--- src/rtl/bbc_pkg.sv ---
// ----------------------------------------------------------------------------
// bbc_pkg
// Shared types, codes and bracket lookup functions for the bracket checker.
// ----------------------------------------------------------------------------
package bbc_pkg;

   // default sizes
   localparam int STACK_DEPTH_DEF    = 32;
   localparam int POSITION_WIDTH_DEF = 16;

   // field widths fixed by the item format
   localparam int CHAR_W  = 8;
   localparam int POS_W   = 16;
   localparam int COUNT_W = 16;
   localparam int KIND_W  = 2;

   // opcodes of an input item
   localparam logic OPCODE_CHAR = 1'b0;
   localparam logic OPCODE_END  = 1'b1;

   // bracket characters
   localparam logic [CHAR_W-1:0] CHAR_OPEN_PAREN   = 8'h28;
   localparam logic [CHAR_W-1:0] CHAR_CLOSE_PAREN  = 8'h29;
   localparam logic [CHAR_W-1:0] CHAR_OPEN_SQUARE  = 8'h5B;
   localparam logic [CHAR_W-1:0] CHAR_CLOSE_SQUARE = 8'h5D;
   localparam logic [CHAR_W-1:0] CHAR_OPEN_CURLY   = 8'h7B;
   localparam logic [CHAR_W-1:0] CHAR_CLOSE_CURLY  = 8'h7D;

   // bracket kinds held on the stack
   localparam logic [KIND_W-1:0] BRK_PAREN  = 2'd0;
   localparam logic [KIND_W-1:0] BRK_SQUARE = 2'd1;
   localparam logic [KIND_W-1:0] BRK_CURLY  = 2'd2;

   typedef enum logic [2:0] {
      KIND_EXTRA     = 3'd0,
      KIND_MISPLACED = 3'd1,
      KIND_MISSING   = 3'd2,
      KIND_OVERFLOW  = 3'd3,
      KIND_SUMMARY   = 3'd4
   } rsp_kind_type;

   typedef enum logic [1:0] {
      STACK_HOLD = 2'd0,
      STACK_PUSH = 2'd1,
      STACK_POP  = 2'd2
   } stack_op_type;

   typedef enum logic {
      ST_RUN   = 1'b0,
      ST_DRAIN = 1'b1
   } ctrl_state_type;

   typedef struct packed {
      logic              opcode;
      logic [CHAR_W-1:0] character;
   } req_type;

   typedef struct packed {
      rsp_kind_type       kind;
      logic [CHAR_W-1:0]  bracket;
      logic [POS_W-1:0]   position;
      logic [CHAR_W-1:0]  expected;
      logic [POS_W-1:0]   opened_at;
      logic [COUNT_W-1:0] error_count;
      logic               final_item;
   } rsp_type;

   // bracket classification: hit flag plus kind
   typedef struct packed {
      logic              hit;
      logic [KIND_W-1:0] kind;
   } brk_class_type;

   function automatic brk_class_type opener_class(input logic [CHAR_W-1:0] c);
      brk_class_type r;
      r.hit  = 1'b1;
      r.kind = BRK_PAREN;
      case (c)
         CHAR_OPEN_PAREN:  r.kind = BRK_PAREN;
         CHAR_OPEN_SQUARE: r.kind = BRK_SQUARE;
         CHAR_OPEN_CURLY:  r.kind = BRK_CURLY;
         default:          r.hit  = 1'b0;
      endcase
      return r;
   endfunction

   function automatic brk_class_type closer_class(input logic [CHAR_W-1:0] c);
      brk_class_type r;
      r.hit  = 1'b1;
      r.kind = BRK_PAREN;
      case (c)
         CHAR_CLOSE_PAREN:  r.kind = BRK_PAREN;
         CHAR_CLOSE_SQUARE: r.kind = BRK_SQUARE;
         CHAR_CLOSE_CURLY:  r.kind = BRK_CURLY;
         default:           r.hit  = 1'b0;
      endcase
      return r;
   endfunction

   function automatic logic [CHAR_W-1:0] opener_char(input logic [KIND_W-1:0] k);
      logic [CHAR_W-1:0] r;
      case (k)
         BRK_SQUARE: r = CHAR_OPEN_SQUARE;
         BRK_CURLY:  r = CHAR_OPEN_CURLY;
         default:    r = CHAR_OPEN_PAREN;
      endcase
      return r;
   endfunction

   function automatic logic [CHAR_W-1:0] closer_char(input logic [KIND_W-1:0] k);
      logic [CHAR_W-1:0] r;
      case (k)
         BRK_SQUARE: r = CHAR_CLOSE_SQUARE;
         BRK_CURLY:  r = CHAR_CLOSE_CURLY;
         default:    r = CHAR_CLOSE_PAREN;
      endcase
      return r;
   endfunction

endpackage

--- src/rtl/bbc_cell.sv ---
// ----------------------------------------------------------------------------
// bbc_cell
// One stack slot: on push takes the entry above, on pop the entry below.
// ----------------------------------------------------------------------------
module bbc_cell #(
   parameter int POSITION_WIDTH = bbc_pkg::POSITION_WIDTH_DEF
) (
   input  logic                        clock,
   input  bbc_pkg::stack_op_type       op,
   input  logic [bbc_pkg::KIND_W-1:0]  up_kind,
   input  logic [POSITION_WIDTH-1:0]   up_pos,
   input  logic [bbc_pkg::KIND_W-1:0]  down_kind,
   input  logic [POSITION_WIDTH-1:0]   down_pos,
   output logic [bbc_pkg::KIND_W-1:0]  kind,
   output logic [POSITION_WIDTH-1:0]   pos
);

   logic [bbc_pkg::KIND_W-1:0] kind_ff, kind_in;
   logic [POSITION_WIDTH-1:0]  pos_ff, pos_in;

   // shift toward the bottom on push, toward the top on pop
   always_comb begin
      kind_in = kind_ff;
      pos_in  = pos_ff;
      case (op)
         bbc_pkg::STACK_PUSH: begin
            kind_in = up_kind;
            pos_in  = up_pos;
         end
         bbc_pkg::STACK_POP: begin
            kind_in = down_kind;
            pos_in  = down_pos;
         end
         default: begin
            kind_in = kind_ff;
            pos_in  = pos_ff;
         end
      endcase
   end

   always_ff @(posedge clock) begin
      kind_ff <= kind_in;
      pos_ff  <= pos_in;
   end

   assign kind = kind_ff;
   assign pos  = pos_ff;

endmodule

--- src/rtl/bbc_stack.sv ---
// ----------------------------------------------------------------------------
// bbc_stack
// Row of cells forming a shift stack; cell 0 is the top of stack.
// ----------------------------------------------------------------------------
module bbc_stack #(
   parameter int STACK_DEPTH    = bbc_pkg::STACK_DEPTH_DEF,
   parameter int POSITION_WIDTH = bbc_pkg::POSITION_WIDTH_DEF
) (
   input  logic                        clock,
   input  bbc_pkg::stack_op_type       op,
   input  logic [bbc_pkg::KIND_W-1:0]  push_kind,
   input  logic [POSITION_WIDTH-1:0]   push_pos,
   output logic [bbc_pkg::KIND_W-1:0]  top_kind,
   output logic [POSITION_WIDTH-1:0]   top_pos
);

   logic [bbc_pkg::KIND_W-1:0] cell_kind [STACK_DEPTH];
   logic [POSITION_WIDTH-1:0]  cell_pos  [STACK_DEPTH];

   for (genvar i = 0; i < STACK_DEPTH; i++) begin : g_cell
      logic [bbc_pkg::KIND_W-1:0] up_kind, down_kind;
      logic [POSITION_WIDTH-1:0]  up_pos, down_pos;

      // upper neighbor: new entry for the top cell
      if (i == 0) begin : g_top
         assign up_kind = push_kind;
         assign up_pos  = push_pos;
      end else begin : g_mid
         assign up_kind = cell_kind[i-1];
         assign up_pos  = cell_pos[i-1];
      end

      // lower neighbor: bottom cell refills from itself
      if (i == STACK_DEPTH - 1) begin : g_bot
         assign down_kind = cell_kind[i];
         assign down_pos  = cell_pos[i];
      end else begin : g_low
         assign down_kind = cell_kind[i+1];
         assign down_pos  = cell_pos[i+1];
      end

      bbc_cell #(
         .POSITION_WIDTH (POSITION_WIDTH)
      ) u_cell (
         .clock     (clock),
         .op        (op),
         .up_kind   (up_kind),
         .up_pos    (up_pos),
         .down_kind (down_kind),
         .down_pos  (down_pos),
         .kind      (cell_kind[i]),
         .pos       (cell_pos[i])
      );
   end

   assign top_kind = cell_kind[0];
   assign top_pos  = cell_pos[0];

endmodule

--- config.mk ---
export PLATFORM = sky130hd
export DESIGN_NAME = bbc_stack
export DESIGN_NICKNAME = d
export VERILOG_FILES = /design/src/rtl/bbc_pkg.sv /design/src/rtl/bbc_cell.sv /design/src/rtl/bbc_stack.sv
export SDC_FILE = /design/constraint.sdc
export NUM_CORES = 1
export LEC_CHECK = 0
export BUFFER_PORTS_ARGS = -buffer_cell sky130_fd_sc_hd__buf_2
export CAP_MARGIN = 30
export CORE_UTILIZATION = 40
export CTS_CLUSTER_SIZE = 8
export DETAILED_ROUTE_END_ITERATION = 10
export MAX_ROUTING_LAYER = met4
export SLEW_MARGIN = 20
export SYNTH_ARGS = -nofsm -noshare
export SYNTH_HDL_FRONTEND = slang
export SYNTH_SLANG_ARGS = --single-unit
--- constraint.sdc ---
create_clock -name clock -period 13.6 [get_ports clock]
set_input_delay 2.72 -clock clock [delete_from_list [all_inputs] [get_ports clock]]
set_output_delay 2.72 -clock clock [all_outputs]
set_load 0.02 [all_outputs]
=== Yosys cells after proc, flatten, opt, wreduce, memory -nomap -nowiden ===
Cells that the tools add are included.

* Multipliers: 0
* Eq/ne operators: 2
* Divide/modulo/power cells: 0
* Mux-type cells: 62
* Shifts and indexed selects: 0
* Reductions and logical operators: 1
* Add/sub/neg operators: 0
* $lt $le $gt $ge: 0
* Bitwise operators: 0

{| class="wikitable"
|+ Operator list
! operator !! number
|-
| case mux 16 bit (2 select lines) || 31
|-
| case mux 2 bit (2 select lines) || 31
|-
| == test 2 x 1 -> 1 bit (second input constant) || 1
|-
| == test 2 bit (second input constant) || 1
|-
| nonzero test 2 bit || 1
|}

* Word-level logic and storage cells: 129
* Bits in latches: 0
* Output and inout bits: 18
* Bits of input ports: 21
* Memories kept: 0
* Register bits: 576
* ROM bits: 0
* Bits in writable memories: 0

=== Logic depth before layout (Yosys ltp) ===
Gate-level depths: netlist of the first run.

* Depth in word-level cells: 2
* Gate-level depth with buffers: 7

=== Cells and area by module ===
From an unflattened synthesis of the first run, not the netlist that was laid out.

* Cells, all modules: 1312
* Area total of the unflattened synthesis: 26625.5 sq um

{| class="wikitable"
|+ By module, submodules not included
! module !! cells an instance !! seq. area each (sq um) !! area each (sq um) !! instances
|-
| bbc_cell || 41 || 540.5 || 832.0 || 32
|}

=== Worst setup path before layout of the first run ===
Ideal clock, no wire load.

* Path type: in2reg
* Start point: input port op[0]
* End point: register g_cell[0].u_cell.kind_ff (netlist bit g_cell[0].u_cell.kind[0]), enable pin
* Buffers on the path: 0
* Setup slack: -1120 ps
* Data required time: 12694 ps
* Arrival time: 13814 ps
* Library setup time: 906 ps
* Stages on the path: 3
* Cells stage by stage: inv_1 -> ha_1 -> inv_1

* Word-level cells in the longest chain between the ends: 2
* Elaborated cells between the ends (all ways): 3
* Classes of those cells: eq/ne (2); reduce/logical (1)

{| class="wikitable"
|+ RTL lines
! element !! line !! source
|-
| start: declaration || bbc_stack.sv:10 || <nowiki>input bbc_pkg::stack_op_type op,</nowiki>
|-
| == test 2 x 1 -> 1 bit / == test 2 bit (equally long branches) || - ||
|-
| nonzero test 2 bit (no source line) (*) || - ||
|-
| end signal: assignment || bbc_cell.sv:42 || <nowiki>kind_ff <= kind_in;</nowiki>
|-
| end: declaration || bbc_cell.sv:18 || <nowiki>logic [bbc_pkg::KIND_W-1:0] kind_ff, kind_in;</nowiki>
|}

Mark *: on every way between the ends. The rest lies on a longest branch, timed or not.
A chain may end at the register's enable or synchronous reset.

=== Worst setup path in the final report of the first run ===
* Start point: input port op[0]
* End point: register g_cell[12].u_cell.pos_ff[9] (data pin)

* Word-level cells in the longest chain between the ends: 2
* Elaborated cells between the ends (all ways): 3
* Classes of those cells: eq/ne (2); mux (1)

{| class="wikitable"
|+ RTL lines
! element !! line !! source
|-
| == test 2 bit / == test 2 x 1 -> 1 bit (equally long branches) || - ||
|-
| case mux 16 bit (2 select lines) (*) || bbc_cell.sv:25 || <nowiki>case (op)</nowiki>
|-
| named net g_cell[12].u_cell.pos_in[9] || bbc_cell.sv:19 || <nowiki>logic [POSITION_WIDTH-1:0] pos_ff, pos_in;</nowiki>
|-
| end signal: assignment || bbc_cell.sv:43 || <nowiki>pos_ff <= pos_in;</nowiki>
|-
| end: declaration || bbc_cell.sv:19 ||
|}

The timed path passes the listed nets; every way through them passes the cells marked *.

==> impl_metrics.tcl, run 1 <==
set metrics [dict create \
    status "finished clean" \
    worst_pin_slew_ps 1100 \
    cp.depth 6 \
    finalSetupViolCount 0 \
    yosysUniqueCellTypes 9 \
    maxCapViolCount 0 \
    rows 90 \
    ant_nets 0 \
    ctsResizeCount 0 \
    num_io_pins 39 \
    cts_setup_buffers 0 \
    cp_num_buf_inv 4 \
    max_freq_ghz 0.176 \
    routed_wl_mm 33.9 \
    initial_core_util 0.409 \
    cp.arrival_ps 6010 \
    mostFrequentLayoutCell "edfxtp_1" \
    die_h_um 251 \
    grt_start_max_net_pins 213 \
    viasPerCell 5.06 \
    period_minus_slack_ps 5670 \
    grt_pass1_wl_mm 57.3 \
    syn_inst 1203 \
    tns_ps 0 \
    path_max_fanout 178 \
    drtPass1Iterations 4 \
    drive_gt1_frac 0.546 \
    die_w_um 251 \
    hpwl_mm 17.8 \
    crit_path_max_incr_delay_ps 800 \
    dpl_worst_slack_ps 7370 \
    multi_input_area_sq_um 7090 \
    clock_sinks 576 \
    clkTransAtPathRegs_ps 50 \
    startpoint_type "primary input" \
    cts-root-buf "clkbuf_16" \
    final_cell_mix "edfxtp_1 (576), mux2_2 (358), mux2_4 (200), clkbuf_16 (82), buf_2 (38)" \
    r2r_cells 1 \
    fin_nets 1296 \
    syn_area_per_cell_sq_um 20.7 \
    num_vias 10400 \
    synth-seq-cells 576 \
    setup_slack_ps 7930 \
    holdCritPathClass "reg2reg" \
    crit_required_ps 13930 \
    rsz0062_at_grt "false" \
    power_density_nw_per_um2 163 \
    drc_errors 0 \
    crit_path_top_delay_cell "buf_12" \
    cts_buffers 81 \
    synth_fp_nets 1227 \
    hold_viol 0 \
    antenna_cells 0 \
    cpMostUsedCell "buf_12" \
    ctsHtreeMaxLevel 3 \
    numPortBuffers 38 \
    seq_area_sq_um 17300 \
    fin_crit_sh 0.417 \
    drt_iter0_drc 767 \
    core-area_sq_um 60800 \
    worstSetupEndpointType "flip-flop" \
    cts_hold_buf 0 \
    worstSetupPathType "in2reg" \
    ys_warn_count 0 \
    slew_violations 0 \
    critPathTopFamily "buffers and inverters" \
    hold_depth 0 \
    grt_pass1_vias 11372 \
    synthTopCellsByArea "edfxtp_1 (70%), mux2_2 (16%), mux2_4 (12%)" \
    synth_top_cell_by_area "edfxtp_1" \
    power_mw 4.55 \
    grt-ovfl-total 0 \
    nFillCells 5165 \
    relSlewSlack 0.270 \
    syn_area_sq_um 24800 \
    clk_latency_ps 590 \
    gp_congestion 0.681 \
    avgRoutedWirePerCell_um 16.5 \
    synth_top_cell_area_share 0.696 \
    clock_path_buffers 3 \
    yosysSeqAreaShare 0.696 \
    finClkSkew_ps 7.32 \
    ir_drop_mv 0.133 \
    p_leak_nw 9.77 \
    cts_tree "yes" \
    cp_cell_sequence "buf_2 > inv_1 > ha_4 > buf_12 > buf_12 > mux2_2" \
    area_growth_pct 12.1 \
    grt_use_total 0.112 \
    die_area_sq_um 63100 \
    antenna_found_initial 0 \
]
## layout make-up
class                   instances  share of cell area
flip-flops and latches        576               0.621
multi-input cells             561               0.254
clock buffers                  82              0.0737
well taps                     782              0.0351
repair buffers                 49              0.0142
clock inverters                 3             0.00121
inverters                       3            0.000539
## report_power, final
group / internal [mW] / total (mW) / switching, mW
registers: 2.28 / 2.40 / 0.116
logic: 0.269 / 0.439 / 0.169
clock network: 1.05 / 1.71 / 0.660
## sequential cells by signal (all words and copies together), names as in the netlist
register and flops:
g_cell.u_cell.pos 512, g_cell.u_cell.kind 64
## per-stage QoR
| stage | instance area (sq um) | hold slack [ps] | std cells | utilization |
|---|---|---|---|---|
| after global placement | 25700 | 426 | 1968 | 0.422 |
| after detailed placement | 25700 | 433 | 1970 | 0.423 |
| after global routing | 27900 | 447 | 2056 | 0.458 |
| after CTS | 27800 | 438 | 2055 | 0.458 |
| after floorplan | 24800 | 420 | 1203 | - |
| final | 27900 | 441 | 2056 | 0.458 |
## metal layers
layer	track usage	share of wire	vias to the layer above
met1	0.146	0.46	5328
met5	-	0	-
met2	0.169	0.47	121
met3	0.0285	0.035	85
met4	0.0430	0.027	0
li1	-	-	4866
## final timing paths
check / from / end / slack [ps]
setup / recovery: op[0] / g_cell[12].u_cell.pos[9] / 7930
hold / removal: g_cell[30].u_cell.pos[0] / g_cell[31].u_cell.pos[0] / 440
setup reg to reg: g_cell[10].u_cell.pos[6] / g_cell[9].u_cell.pos[6] / 12640
hold reg to reg: g_cell[30].u_cell.pos[0] / g_cell[31].u_cell.pos[0] / 440
## synth_stat cells
master      n
buf_6      23
inv_1       3
buf_2      37
ha_1        3
edfxtp_1  576
mux2_4    200
buf_4       2
mux2_2    358
clkbuf_1    1
## cells by family after synthesis
| family | count (synthesis) | synth area share |
|---|---|---|
| adder cells (fa/ha/maj) | 3 | 0.00151 |
| buffers and inverters | 66 | 0.0191 |
| multiplexers | 558 | 0.283 |
| flip-flops | 576 | 0.696 |
Power figures use the tool's default switching activity.
==> inputs of run 2 (changes only) <==
==> constraint.sdc (replaced) <==
create_clock -name clock -period 5.6 [get_ports clock]
set_input_delay 1.12 -clock clock [delete_from_list [all_inputs] [get_ports clock]]
set_output_delay 1.12 -clock clock [all_outputs]
set_load 0.02 [all_outputs]
==> impl_metrics.tcl, run 2 (synthesis gave the netlist of run 1 again) <==
set metrics [dict create \
    status "finished clean" \
    ant_nets 0 \
    relSlewSlack 0.204 \
    ctsHtreeMaxLevel 3 \
    power_density_nw_per_um2 399 \
    rr_startpoint "g_cell[13].u_cell.pos[1]" \
    cpMostUsedCell "buf_12" \
    finClkSkew_ps 19.7 \
    cp_num_buf_inv 6 \
    drc_errors 0 \
    gp_congestion 0.667 \
    hpwl_mm 18.6 \
    grt_pass1_vias 11299 \
    die_w_um 251 \
    clk_latency_ps 610 \
    cp.arrival_ps 3670 \
    final_cell_mix "edfxtp_1 (576), mux2_2 (358), mux2_4 (200), clkbuf_16 (81), buf_2 (38)" \
    nFillCells 5110 \
    die_h_um 251 \
    min_to "g_cell[31].u_cell.pos[15]" \
    grt_start_max_net_pins 215 \
    drtPass1Iterations 4 \
    finalSetupViolCount 0 \
    drive_gt1_frac 0.549 \
    worst_pin_slew_ps 1190 \
    numPortBuffers 38 \
    grt_use_total 0.115 \
    antenna_found_initial 0 \
    fin_crit_sh 0.613 \
    rsz0062_at_grt "false" \
    mostFrequentLayoutCell "edfxtp_1" \
    critPathTopFamily "buffers and inverters" \
    core-area_sq_um 60800 \
    path_max_fanout 200 \
    dpl_worst_slack_ps 1730 \
    rows 90 \
    slew_violations 0 \
    area_growth_pct 12.6 \
    clock_path_buffers 3 \
    r2r_slack_ps 4610 \
    max_freq_ghz 0.292 \
    fin_nets 1302 \
    power_mw 11.2 \
    crit_path_top_delay_cell "buf_12" \
    regToRegEndpoint "g_cell[14].u_cell.pos[1]" \
    crit_path_start "op[0]" \
    hold_viol 0 \
    crit_required_ps 5840 \
    routed_wl_mm 34.6 \
    hp-start "g_cell[30].u_cell.pos[15]" \
    setup_slack_ps 2170 \
    avgRoutedWirePerCell_um 16.8 \
    cts_hold_buf 0 \
    cts_tree "yes" \
    crit_path_max_incr_delay_ps 590 \
    holdCritPathClass "reg2reg" \
    cts_buffers 81 \
    num_io_pins 39 \
    worstSetupPathType "in2reg" \
    worstSetupEndpointType "flip-flop" \
    r2r_cells 1 \
    clock_sinks 576 \
    antenna_cells 0 \
    cts-root-buf "clkbuf_16" \
    grt_pass1_wl_mm 58.3 \
    cp_cell_sequence "buf_2 > inv_12 > ha_4 > clkinvlp_4 > buf_12 > buf_12 > buf_16" \
    hold_depth 0 \
    startpoint_type "primary input" \
    ir_drop_mv 0.212 \
    clkTransAtPathRegs_ps 50 \
    grt-ovfl-total 0 \
    viasPerCell 5.05 \
    largest_reg_flops 512 \
    cts_setup_buffers 0 \
    maxCapViolCount 0 \
    die_area_sq_um 63100 \
    initial_core_util 0.409 \
    p_leak_nw 9.82 \
    period_minus_slack_ps 3430 \
    ctsResizeCount 0 \
    drt_iter0_drc 682 \
    num_vias 10432 \
]
[run 2: stage by stage]
stage | setup TNS (ps) | cells | hold slack (ps) | util | cell area [sq um]
2_1_floorplan | -2554120 | 1203 | 420 | - | 24900
3_3_place_gp | 0 | 1976 | 426 | 0.424 | 25800
3_5_place_dp | 0 | 1976 | 433 | 0.424 | 25800
4_1_cts | 0 | 2064 | 442 | 0.460 | 28000
5_1_grt | 0 | 2065 | 455 | 0.460 | 28000
6_report | 0 | 2065 | 441 | 0.460 | 28000
[run 2: final cells by class]
cell class / count / area (sq um) / share of cell area
flip-flops and latches: 576 / 17300 / 0.618
multi-input cells: 561 / 7100 / 0.254
clock buffers: 81 / 2030 / 0.0724
well taps: 782 / 978 / 0.0350
repair buffers: 55 / 425 / 0.0152
clock inverters: 7 / 128 / 0.00456
inverters: 3 / 27.5 / 0.000984
[run 2: routing by layer]
metal  share of wire  GRT usage
met1            0.47      0.153
met2            0.47      0.170
met3           0.030     0.0276
met4           0.026     0.0470
met5               0          -
[run 2: worst max path at each step]
stage                           endpoint  depth (start not counted)
6_report       g_cell[20].u_cell.pos[12]                          7
5_1_grt        g_cell[17].u_cell.pos[12]                          7
4_1_cts          g_cell[2].u_cell.pos[5]                          6
3_5_place_dp    g_cell[2].u_cell.pos[12]                          6
3_3_place_gp    g_cell[2].u_cell.pos[12]                          6
2_1_floorplan   g_cell[0].u_cell.kind[0]                          3
[run 2: power by group]
part | switching, mW | internal [mW] | total (mW)
Clock | 1.69 | 2.56 | 4.25
Sequential | 0.285 | 5.55 | 5.84
Combinational | 0.412 | 0.650 | 1.06
Total | 2.39 | 8.76 | 11.2
==> inputs of run 3 (changes only) <==
==> constraint.sdc (replaced) <==
create_clock -name clock -period 2.7 [get_ports clock]
set_input_delay 0.54 -clock clock [delete_from_list [all_inputs] [get_ports clock]]
set_output_delay 0.54 -clock clock [all_outputs]
set_load 0.02 [all_outputs]
==> impl_metrics.tcl, run 3 (synthesis gave the netlist of run 1 again) <==
set metrics [dict create \
    holdCritPathClass "in2reg" \
    grt_start_max_net_pins 100 \
    area_growth_pct 14.2 \
    grt_use_total 0.119 \
    fin_crit_sh 0.652 \
    period_minus_slack_ps 1760 \
    avgRoutedWirePerCell_um 16.8 \
    antenna_found_initial 0 \
    clk_latency_ps 600 \
    startpoint_type "primary input" \
    worst_pin_slew_ps 644 \
    power_density_nw_per_um2 820 \
    switching_power_mw 4.90 \
    num_io_pins 39 \
    instances_no_fill 2097 \
    antenna_cells 0 \
    finClkSkew_ps 19.8 \
    fin_nets 1334 \
    cts_hold_buf 0 \
    cts_setup_buffers 0 \
    cts_tree "yes" \
    hold_viol 0 \
    ir_drop_mv 0.468 \
    drt_iter0_drc 510 \
    largest_reg_flops 512 \
    final_area_sq_um 28400 \
    p_clk_frac 0.382 \
    finalSetupViolCount 0 \
    grt-ovfl-total 0 \
    routed_wl_mm 35.3 \
    hpwl_mm 21.0 \
    p_int_mw 18.4 \
    rows 90 \
    p_leak_nw 10.0 \
    path_max_fanout 30 \
    power_mw 23.3 \
    slew_violations 0 \
    max_freq_ghz 0.568 \
    crit_required_ps 3040 \
    die_area_sq_um 63100 \
    mostFrequentLayoutCell "edfxtp_1" \
    dp.cells 2009 \
    maxCapViolCount 0 \
    worstSetupEndpointType "flip-flop" \
    ctsHtreeMaxLevel 3 \
    grt_pass1_vias 11729 \
    hold_ws_ps 236 \
    cts_buffers 81 \
    clock_sinks 576 \
    grt_pass1_wl_mm 60.0 \
    worstSetupPathType "in2reg" \
    place_area_sq_um 26200 \
    initial_core_util 0.409 \
    p_seq_frac 0.520 \
    cp.arrival_ps 2100 \
    drc_errors 0 \
    die_w_um 251 \
    gp_congestion 0.685 \
    drive_gt1_frac 0.560 \
    drtPass1Iterations 4 \
    die_h_um 251 \
    viasPerCell 5.02 \
    cts-root-buf "clkbuf_16" \
    ctsResizeCount 0 \
    tns_ps 0 \
    num_vias 10527 \
    clock_path_buffers 3 \
    nFillCells 5062 \
    final_cell_mix "edfxtp_1 (576), mux2_2 (358), mux2_4 (200), clkbuf_16 (84), buf_2 (38)" \
    ant_nets 0 \
    rsz0062_at_grt "false" \
    share_comb_of_total_power 0.099 \
    relSlewSlack 0.571 \
    core-area_sq_um 60800 \
    status "finished clean" \
    clkTransAtPathRegs_ps 50 \
    switching_share 0.211 \
    numPortBuffers 38 \
]
[run 3: path summary, 6_finish.rpt]
check	from	end	slack (ps)	depth (start not counted)
min reg2reg	g_cell[30].u_cell.pos[0]	g_cell[31].u_cell.pos[0]	440	0
max	op[0]	g_cell[0].u_cell.pos[5]	940	5
max reg2reg	g_cell[15].u_cell.pos[7]	g_cell[14].u_cell.pos[7]	1730	1
min	push_pos[6]	g_cell[0].u_cell.pos[6]	240	2
[run 3: cell type report]
type | count | area (sq um) | share of cell area
Inverter | 3 | 27.5 | 0.000971
Timing Repair Buffer | 87 | 796 | 0.0281
Tap cell | 782 | 978 | 0.0345
Clock buffer | 84 | 2100 | 0.0741
Clock inverter | 4 | 65.1 | 0.00229
Multi-Input combinational cell | 561 | 7100 | 0.250
Sequential cell | 576 | 17300 | 0.610
[run 3: per-layer routing]
metal  global-route usage  share of wire  routed length, um
met5                    -              0                  0
met4               0.0394          0.023                827
met3               0.0304          0.036               1270
met2                0.185           0.49              17300
met1                0.152           0.45              15900
[run 3: stage by stage]
stage,setup WS [ps],utilization
after global placement,347,0.431
final,939,0.466
after global routing,880,0.466
after floorplan,-6900,-
after CTS,883,0.466
after detailed placement,313,0.431
[run 3: power by group through the flow]
| stage | combinational [mW] | clock [mW] | sequential [mW] |
|---|---|---|---|
| after floorplan | 1.88 | 0 | 12.3 |
| after global placement | 2.23 | 0 | 12.2 |
| after detailed placement | 2.31 | 0 | 12.3 |
| after CTS | 2.33 | 9.24 | 12.1 |
| after global routing | 2.50 | 9.52 | 12.3 |
| final | 2.29 | 8.88 | 12.1 |
[run 3: critical path, cell delays in order]
cell and delay (ps):
buf_2 150, inv_12 70, ha_4 400, buf_4 480, mux2_2 390
